## src/hdl/mqsb_pkg.sv

```systemverilog
// ----------------------------------------------------------------------------
// mqsb_pkg
// Sizes, codes and types shared by the shared buffer queue unit.
// ----------------------------------------------------------------------------
package mqsb_pkg;

	localparam int SLOTS  = 16;
	localparam int QUEUES = 4;
	localparam int IW     = $clog2(SLOTS);       // slot index bits
	localparam int SW     = $clog2(SLOTS + 1);   // slot index plus null code
	localparam int QW     = $clog2(QUEUES);
	localparam int DW     = 32;

	localparam logic [SW-1:0] NIL_SLOT = SW'(SLOTS);

	localparam logic REQ_ENQ = 1'b0;
	localparam logic REQ_DEQ = 1'b1;

	typedef enum logic [1:0] {
		ST_OK        = 2'd0,
		ST_OVERFLOW  = 2'd1,
		ST_UNDERFLOW = 2'd2
	} status_t;

	typedef enum logic [1:0] {
		S_IDLE,
		S_EXEC,
		S_LINK,
		S_DONE
	} fsm_t;

	typedef struct packed {
		logic          en;
		logic [IW-1:0] addr;
		logic [SW-1:0] data;
	} link_wr_t;

endpackage

```

## src/hdl/mqsb_link_mem.sv

```systemverilog
// ----------------------------------------------------------------------------
// mqsb_link_mem
// Next-slot table: one write and one registered read per cycle. Entries not
// yet written read as their reset link, slot i pointing to slot i+1.
// ----------------------------------------------------------------------------
module mqsb_link_mem (
	input  logic                   clk,
	input  logic                   arst_n,
	input  logic [mqsb_pkg::IW-1:0] rd_addr,
	input  mqsb_pkg::link_wr_t     wr,
	output logic [mqsb_pkg::SW-1:0] rd_data
);
	import mqsb_pkg::*;

	logic [SW-1:0] mem [SLOTS];
	logic [SLOTS-1:0] vld_q;
	logic [SW-1:0] rd_data_q;
	logic [IW-1:0] rd_addr_q;
	logic          rd_hit_q;

	always_ff @(posedge clk) begin
		if (wr.en) begin
			mem[wr.addr] <= wr.data;
		end
		rd_data_q <= mem[rd_addr];
		rd_addr_q <= rd_addr;
	end

	always_ff @(posedge clk or negedge arst_n) begin
		if (!arst_n) begin
			vld_q    <= '0;
			rd_hit_q <= 1'b0;
		end else begin
			rd_hit_q <= vld_q[rd_addr];
			if (wr.en) begin
				vld_q[wr.addr] <= 1'b1;
			end
		end
	end

	// The last slot's reset link equals the null code.
	assign rd_data = rd_hit_q ? rd_data_q : SW'(rd_addr_q) + SW'(1);

endmodule

```

## src/hdl/multi_queue_shared_buffer_unit.sv

```systemverilog
// ----------------------------------------------------------------------------
// multi_queue_shared_buffer_unit
// Four FIFO queues sharing one sixteen-slot payload store through a linked
// next-slot table and a free list.
// ----------------------------------------------------------------------------
// Each input word is one request: s_tuser selects enqueue (0) or dequeue (1),
// s_tdata carries the queue number and the payload. Every request returns
// exactly one output word with a status in m_tuser: ok, overflow (no free
// slot, the enqueue is dropped) or underflow (empty queue, data all ones);
// an enqueue always returns data zero. Requests are handled one at a time.
// A request goes through the accept and read step, execute and result load
// into the output register; an enqueue to a non-empty queue adds a link step
// between execute and result load, for a second write through the single
// write port of the link table to chain the old tail. The result
// register decouples the output side; if it is still held by the consumer,
// the finished result waits until it drains. No clearing pass is needed after
// reset: the link table resolves unwritten entries through per-slot valid bits.
// ----------------------------------------------------------------------------
module multi_queue_shared_buffer_unit (
	input  logic        clk,
	input  logic        arst_n,
	// Request stream.
	input  logic        s_tvalid,
	output logic        s_tready,
	input  logic [39:0] s_tdata,   // [1:0] queue_id, [33:2] data_in, [39:34] zero
	input  logic        s_tuser,   // [0] req_type
	// Result stream.
	output logic        m_tvalid,
	input  logic        m_tready,
	output logic [31:0] m_tdata,   // [31:0] data_out
	output logic [1:0]  m_tuser    // [1:0] status
);
	import mqsb_pkg::*;

	// Controller state and the captured request.
	fsm_t          state_q, state_nx;
	logic          req_q;
	logic [QW-1:0] qid_q;
	logic [DW-1:0] din_q;
	logic [SW-1:0] slot_q;    // free head for an enqueue, queue head for a dequeue

	// Queue pointers and the free list head live in flops.
	logic [SW-1:0] head_q [QUEUES];
	logic [SW-1:0] tail_q [QUEUES];
	logic [SW-1:0] free_head_q;

	// Payload store: written on enqueue, read at acceptance.
	logic [DW-1:0] pay_mem [SLOTS];
	logic [DW-1:0] pay_rd_q;

	// Result waiting for the output register, and the output register itself.
	logic [DW-1:0] res_data_q;
	status_t       res_status_q;
	logic          out_vld_q;
	logic [DW-1:0] out_data_q;
	status_t       out_status_q;

	// Request fields as they arrive.
	logic          req_in;
	logic [QW-1:0] qid_in;
	logic [DW-1:0] din_in;
	logic          accept;
	logic [SW-1:0] rd_slot;

	// Link table access.
	link_wr_t      link_wr;
	logic [SW-1:0] link_rd;

	// Update strobes from the output decode.
	logic          hd_we, tl_we, fh_we, pay_we, res_ld, out_ld;
	logic [SW-1:0] hd_val, tl_val, fh_val;
	logic [DW-1:0] res_data_nx;
	status_t       res_status_nx;

	logic          q_empty;

	assign req_in  = s_tuser;
	assign qid_in  = s_tdata[QW-1:0];
	assign din_in  = s_tdata[QW+DW-1:QW];
	assign s_tready = (state_q == S_IDLE);
	assign accept  = s_tvalid && s_tready;

	// The slot read at acceptance: the free list head for an enqueue, the
	// queue's head for a dequeue. A null slot reads garbage that is unused.
	assign rd_slot = (req_in == REQ_ENQ) ? free_head_q : head_q[qid_in];
	assign q_empty = (head_q[qid_q] == NIL_SLOT);

	mqsb_link_mem u_link (
		.clk     (clk),
		.arst_n  (arst_n),
		.rd_addr (rd_slot[IW-1:0]),
		.wr      (link_wr),
		.rd_data (link_rd)
	);

	// Next state.
	always_comb begin
		state_nx = state_q;
		case (state_q)
			S_IDLE: begin
				if (accept) begin
					state_nx = S_EXEC;
				end
			end
			S_EXEC: begin
				if (req_q == REQ_ENQ && slot_q != NIL_SLOT && !q_empty) begin
					state_nx = S_LINK;
				end else begin
					state_nx = S_DONE;
				end
			end
			S_LINK: begin
				state_nx = S_DONE;
			end
			S_DONE: begin
				if (!out_vld_q || m_tready) begin
					state_nx = S_IDLE;
				end
			end
			default: begin
				state_nx = S_IDLE;
			end
		endcase
	end

	// Per-state actions. The execute cycle sees the link and payload words
	// read at acceptance; no write happens in the idle state, so those reads
	// always see the previous request's updates.
	always_comb begin
		link_wr       = '0;
		hd_we         = 1'b0;
		hd_val        = link_rd;
		tl_we         = 1'b0;
		tl_val        = slot_q;
		fh_we         = 1'b0;
		fh_val        = link_rd;
		pay_we        = 1'b0;
		res_ld        = 1'b0;
		res_data_nx   = '0;
		res_status_nx = ST_OK;
		out_ld        = 1'b0;
		case (state_q)
			S_EXEC: begin
				res_ld = 1'b1;
				if (req_q == REQ_ENQ) begin
					if (slot_q == NIL_SLOT) begin
						res_status_nx = ST_OVERFLOW;
					end else begin
						fh_we        = 1'b1;
						pay_we       = 1'b1;
						link_wr.en   = 1'b1;
						link_wr.addr = slot_q[IW-1:0];
						link_wr.data = NIL_SLOT;
						// An empty queue takes the slot as head and tail at
						// once; otherwise the tail moves in the link cycle.
						if (q_empty) begin
							hd_we  = 1'b1;
							hd_val = slot_q;
							tl_we  = 1'b1;
						end
					end
				end else begin
					if (slot_q == NIL_SLOT) begin
						res_status_nx = ST_UNDERFLOW;
						res_data_nx   = {DW{1'b1}};
					end else begin
						hd_we        = 1'b1;
						fh_we        = 1'b1;
						fh_val       = slot_q;
						link_wr.en   = 1'b1;
						link_wr.addr = slot_q[IW-1:0];
						link_wr.data = free_head_q;
						res_data_nx  = pay_rd_q;
					end
				end
			end
			S_LINK: begin
				// Chain the new slot behind the old tail.
				link_wr.en   = 1'b1;
				link_wr.addr = tail_q[qid_q][IW-1:0];
				link_wr.data = slot_q;
				tl_we        = 1'b1;
			end
			S_DONE: begin
				out_ld = !out_vld_q || m_tready;
			end
			default: begin
			end
		endcase
	end

	always_ff @(posedge clk) begin
		if (accept) begin
			req_q    <= req_in;
			qid_q    <= qid_in;
			din_q    <= din_in;
			slot_q   <= rd_slot;
			pay_rd_q <= pay_mem[rd_slot[IW-1:0]];
		end
		if (pay_we) begin
			pay_mem[slot_q[IW-1:0]] <= din_q;
		end
		if (res_ld) begin
			res_data_q   <= res_data_nx;
			res_status_q <= res_status_nx;
		end
		if (out_ld) begin
			out_data_q   <= res_data_q;
			out_status_q <= res_status_q;
		end
	end

	always_ff @(posedge clk or negedge arst_n) begin
		if (!arst_n) begin
			state_q     <= S_IDLE;
			free_head_q <= '0;
			out_vld_q   <= 1'b0;
			for (int i = 0; i < QUEUES; i++) begin
				head_q[i] <= NIL_SLOT;
				tail_q[i] <= NIL_SLOT;
			end
		end else begin
			state_q <= state_nx;
			if (fh_we) begin
				free_head_q <= fh_val;
			end
			if (hd_we) begin
				head_q[qid_q] <= hd_val;
			end
			if (tl_we) begin
				tail_q[qid_q] <= tl_val;
			end
			if (out_ld) begin
				out_vld_q <= 1'b1;
			end else if (m_tready) begin
				out_vld_q <= 1'b0;
			end
		end
	end

	assign m_tvalid = out_vld_q;
	assign m_tdata  = out_data_q;
	assign m_tuser  = out_status_q;

endmodule

```

## config.mk

```make
export PLATFORM = sky130hd
export DESIGN_NAME = multi_queue_shared_buffer_unit
export DESIGN_NICKNAME = d
export VERILOG_FILES = /design/src/hdl/mqsb_pkg.sv /design/src/hdl/mqsb_link_mem.sv /design/src/hdl/multi_queue_shared_buffer_unit.sv
export SDC_FILE = /design/constraint.sdc
export NUM_CORES = 1
export LEC_CHECK = 0
export ABC_AREA = 1
export BUFFER_PORTS_ARGS = -buffer_cell sky130_fd_sc_hd__buf_2
export CAP_MARGIN = 20
export CORE_MARGIN = 2
export CORE_UTILIZATION = 45
export CTS_BUF_LIST = sky130_fd_sc_hd__clkbuf_8
export CTS_CLUSTER_DIAMETER = 50
export CTS_CLUSTER_SIZE = 12
export DETAILED_ROUTE_END_ITERATION = 16
export PLACE_DENSITY = 0.61
export SKIP_LAST_GASP = 1
export SLEW_MARGIN = 20
export SYNTH_ARGS = -nofsm -noshare
export SYNTH_HDL_FRONTEND = slang
export SYNTH_HIERARCHICAL = 1
export SYNTH_SLANG_ARGS = --single-unit
```

## constraint.sdc

```tcl
create_clock -name clk -period 7.85 [get_ports clk]
set_input_delay 0.3925 -clock clk [delete_from_list [all_inputs] [get_ports clk]]
set_output_delay 0.3925 -clock clk [all_outputs]
set_load 0.03 [all_outputs]
```

## Word level (Yosys, flattened, before mapping)

Memories as Yosys holds them, arrays and structs flattened. A register that Yosys moved wholly into a read port is not among the register bits.
Index checks and enable logic that the tools add are counted.

- Register bits after elaboration: 177
- Bits in writable memories: 592
- Input bits: 45
- Output and inout port bits: 36
- Logic and storage cells: 111
- Memories: 2

Memories:

| name | words | bits a word | read ports | clocked after Yosys merged registers in | wr ports | line | source |
|---|---|---|---|---|---|---|---|
| pay_mem | 16 | 32 | 1 | 1 | 1 | multi_queue_shared_buffer_unit.sv:48 | `logic [DW-1:0] pay_mem [SLOTS];` |
| u_link.mem | 16 | 5 | 1 | 1 | 1 | mqsb_link_mem.sv:15 | `logic [SW-1:0] mem [SLOTS];` |

- Add/sub/neg operators: 1
- Magnitude comparators: 6
- Equality and inequality tests: 8
- Muxes and demuxes: 56
- Bitwise gates (word level): 4
- Reduce and logical (&&, ||, !) cells: 12

Operators with widths:

| operator | number |
|---|---|
| $mux 5 | 14 |
| $bwmux 20 | 2 |
| $mux 32 | 1 |
| $bmux 5 s2 | 3 |
| $mux 10 | 3 |
| $mux 1 | 21 |
| $pmux 10 s2 | 1 |
| $or 16x16->16 | 1 |
| $demux 5 s2 | 1 |
| $eq 5x5->1 const B | 2 |
| $lt 4x5->1 const B | 2 |
| $mux 2 | 4 |
| $mux 4 | 2 |
| $pmux 2 s4 | 1 |
| $ge 3x3->1 const B | 2 |
| $not 2->3 | 2 |
| $add 4x1->5 const B | 1 |
| $logic_and 1x1->1 | 5 |
| $ne 5x5->1 const B | 1 |
| $bmux 1 s4 | 1 |
| $demux 1 s4 | 1 |
| $eq 2x2->1 const B | 2 |
| $ge 4x1->1 const B | 1 |
| $reduce_and 2->1 | 2 |
| other kinds (10) | 11 |

## Longest topological paths before layout

- Depth in word-level cells: 10
- Mapped depth: 17

## Hierarchy

Netlist, hierarchy kept.

By module, submodules not included:

| module | times used | cells each | area an instance (um^2) | sequential area each (um^2) |
|---|---|---|---|---|
| multi_queue_shared_buffer_unit | 1 | 2,681 | 29,819.8 | 20,684.8 |
| mqsb_link_mem | 1 | 462 | 4,513.1 | 3,007.9 |

## Least setup slack after synthesis

OpenSTA, ideal clock, no wires.

- Path kind: register to register
- From: reg state_q[1]
- To: mem pay_mem[3][0] (enable)
- Library setup time: 0.461 ns
- Arrival: 4.218 ns
- Required time: 7.389 ns
- Path slack: 3.171 ns
- Cell stages (with the launch flop): 8
- Path buffers: 1
- Path through: dfrtp_1 > inv_1 > ha_1 > clkbuf_1 > nand2_2 > inv_4 > nand2_4 > nor3_1

- Longest elaborated chain between the ends: 4

RTL lines:

| item | line | source |
|---|---|---|
| from (decl) | multi_queue_shared_buffer_unit.sv:36 | `fsm_t state_q, state_nx;` |
| from (signal assigned) | multi_queue_shared_buffer_unit.sv:223 | `state_q <= state_nx;` |
| $eq 2x1->1 | multi_queue_shared_buffer_unit.sv:142 | `case (state_q)` |
| $mux 1 | multi_queue_shared_buffer_unit.sv:142 |  |
| $mux 1 | multi_queue_shared_buffer_unit.sv:200 | `if (pay_we) begin` |
| $mux 1 (implied by the code) | multi_queue_shared_buffer_unit.sv:201 | `pay_mem[slot_q[IW-1:0]] <= din_q;` |
| to (decl) | multi_queue_shared_buffer_unit.sv:48 |  |

Every way passes these cells.

==> summary.md <==
| Metric | Value |
|---|---|
| Relative slew slack | `20.9%` |
| Cells along the critical path | `inv_1, ha_1, inv_1, a21oi_1, nand3_1, nor2_1` |
| CTS tree | `yes` |
| Arrival time worst endpoint | `3.88 ns` |
| Finished Core Util | `49.5%` |
| Avg Inst Size Synth | `10.9 um^2` |
| Clock sinks | `802` |
| Total CTS buffers | `85` |
| Area grow syn2layout | `9.06%` |
| Most used cell, CP | `inv_1` |
| I/O pin total | `81` |
| Via count | `22.5k` |
| Post-Route Setup TNS | `0 ns` |
| Clk buf depth | `3` |
| Post-CTS resize count | `0` |
| Drc violations | `0` |
| Critical path type | `register to register` |
| Final std cells w/o fill | `4,232` |
| Max-cap violations | `0` |
| Endpoint class of the critical path | `register` |
| EDFF count, synth | `732` |
| Hold_buf cts | `34` |
| Initial antenna violation count | `2` |
| Final Instance Area | `37,400 um^2` |
| Max Fclk | `283 MHz` |
| # H-tree levels | `3` |
| Flops & latches, synth | `802` |
| Status | `finished, final reports clean` |
| Share of layout cells above drive strength 1 | `8.76%` |
| Post-synthesis sequential area ratio | `69.0%` |
| Root buf cell | `clkbuf_8` |
| Clock-pin transition on the worst setup and hold timing paths | `0.08 ns` |
| Async SR Flop Fraction | `7.61%` |
| Family with the most delay on the worst path | `simple AND/OR/NAND/NOR gates` |
| DP Area | `35,500 um^2` |
| Fin crit share | `45.0%` |
| Sequential share of power | `49.9%` |
| P_sw | `4.04 mW` |
| Crit path max fanout | `21` |
| Post-synthesis cell type count | `36` |
| Clock group share of total power | `22.8%` |
| Post-CTS Setup Inserts | `0` |
| Startpoint type of the worst setup path | `register` |
| Number of port buffers | `74` |
| First-pass DRT Iterations | `6` |
| Die ar. | `78,500 um^2` |
| CP Data Required Time | `8.20 ns` |
| Hold Crit Class | `input pin to register` |
| Total grt overflow | `0` |
| Post-Synthesis Cells | `3,143` |
| WL per Instance | `20.1 um` |
| Die X | `280 um` |
| Hold Vio Cnt, Final | `0` |
| Global-route wire length before repair | `129,000 um` |
| Worst path max stage delay | `0.78 ns` |
| Switch share | `35.5%` |
| Routed WL | `85,000 um` |
| Chip height | `280 um` |
| RD Place Congestion | `0.846` |
| Synth top area cells | `edfxtp_1, nand3_1, nand2_1` |
| Post-route ant nets | `0` |
| Via density | `5.33` |
| Dpl cells | `4,059` |
| Vias in the first global route | `22.2k` |
| Setup WS pre-CTS | `3.69 ns` |
| Max-slew violations | `0` |
| Leading area contributor after synthesis | `edfxtp_1` |
| Crit path max-delay cell type | `ha_1` |
| Leakage | `15.4 nW` |
| Clk_lat worst skew | `0.70 ns` |
| Post-Syn Nets | `3,193` |
| Core area | `75,700 um^2` |
| Warnings, synthesis | `6` |
| Comb pwr share | `27.3%` |
| Final min period | `3.53 ns` |
| P_int | `7.35 mW` |
| Top-count cell post-synth | `edfxtp_1` |
| Top cells by count, synth | `edfxtp_1, nand3_1, nand2_1` |
| Top cell type's share of synthesized area | `64.0%` |
| Nets | `3,253` |
| Final setup vio count | `0` |
| Ys flop type | `edfxtp_1` |
| All-Layer GR Usage | `21.8%` |
| Row count | `101` |
| Largest net degree at the start of global routing | `180` |
| Initial DRC count | `2,230` |
| Post-synth design cell area | `34,300 um^2` |
| Unrepaired setup endpoints after global routing | `false` |
| Peak supply drop | `0.216 mV` |
| Power Dens Cells | `304 nW/um^2` |
| Min setup slack post-route | `4.32 ns` |
| Initial core utilization | `45.4%` |
| Dpl hpwl | `44,100 um` |
| Setup Skew | `0.0507 ns` |
| WP buf/inv | `2` |
| Worst-Margin Slew | `1.19 ns` |
[area by class of cell]
class / count / area [um^2]
flip-flops and latches: 802 / 23700
repair buffers: 145 / 1020
fillers: 6582 / 38300
clock inverters: 47 / 330
inverters: 552 / 2080
clock buffers: 89 / 1220
well taps: 978 / 1220
diodes: 2 / 5.00
multi-input cells: 1617 / 7870
[power groups by stage]
| stage | clock, mW | combinational (mW) | sequential [mW] |
|---|---|---|---|
| 2_1_floorplan | 0 | 2.08 | 5.77 |
| 3_3_place_gp | 0 | 3.01 | 5.75 |
| 3_5_place_dp | 0 | 3.08 | 5.78 |
| 4_1_cts | 2.67 | 3.11 | 5.69 |
| 5_1_grt | 2.82 | 3.44 | 5.74 |
| 6_report | 2.60 | 3.11 | 5.69 |
[logic make-up (layout without fill, tap and decap cells)]
family | after synthesis | in the layout | synth area share (%)
adders and majority gates | 5 | 5 | 0.182
buffers and inverters | 724 | 833 | 8.66
AOI/OAI and AO/OA | 76 | 76 | 1.33
DFF | 802 | 802 | 69.0
and+or+nand+nor | 1535 | 1535 | 20.8
other | 0 | 2 | 0
xor gates and xnor gates | 1 | 1 | 0.0255
[stage by stage]
step | power, mW | hold slack [ns]
global route | 12.0 | 0.0560
floorplan | 7.86 | 0.0969
global placement | 8.76 | 0.402
detailed placement | 8.87 | 0.405
finish | 11.4 | 0.0671
CTS | 11.5 | 0.0217
[path summary, 6_finish.rpt]
| kind | startpoint | endpoint | slack, ns | cells after the start |
|---|---|---|---|---|
| max in group asynchronous | arst_n | tail_q[7] | 6.86 | 3 |
| setup reg to reg | state_q[0] | u_link/mem[11][2] | 4.32 | 6 |
| hold reg to reg | res_data_q[16] | m_tdata[16] | 0.42 | 0 |
| setup / recovery | state_q[0] | u_link/mem[11][2] | 4.32 | 6 |
| hold / removal | s_tdata[1] | qid_q[1] | 0.07 | 1 |
| min in group asynchronous | arst_n | u_link/vld_q[4] | 0.39 | 3 |
[sequential cells by signal, indices dropped and copies added, names as in the netlist, 2 cells and up]
name,cells
pay_mem,512
u_link/mem,80
din_q,32
m_tdata,32
pay_rd_q,32
res_data_q,32
head_q,20
tail_q,16
u_link/vld_q,16
free_head_q,5
slot_q,5
u_link/rd_data_q,5
u_link/rd_addr_q,4
m_tuser,2
qid_q,2
res_status_q,2
state_q,2
[routing by layer]
layer	part of all wire (%)	GRT usage (%)	vias up
met5	0	0	-
met4	2.6	7.72	0
met3	7.0	3.36	162
met2	48	36.3	822
met1	42	29.0	11000
li1	-	-	10600
[cells in the final DEF (no fill, tap or decap), types with 8 or more instances in the layout]
| cell | netlist | routed |
|---|---|---|
| o21ai_0 | 34 | 34 |
| nand2_1 | 658 | 657 |
| inv_1 | 545 | 561 |
| clkbuf_8 | 0 | 89 |
| buf_2 | 75 | 74 |
| a22oi_1 | 8 | 8 |
| nand3b_1 | 97 | 97 |
| nor2_1 | 48 | 35 |
| dfrtp_1 | 57 | 57 |
| dfxtp_1 | 9 | 9 |
| nor2_4 | 1 | 14 |
| nand4_1 | 16 | 16 |
| dlygate4sd3_1 | 0 | 34 |
| a21oi_1 | 19 | 13 |
| nand3_1 | 696 | 696 |
| edfxtp_1 | 732 | 732 |
| clkinvlp_4 | 0 | 11 |
| buf_4 | 34 | 35 |
No activity file was read; power rests on OpenSTA's default activity.
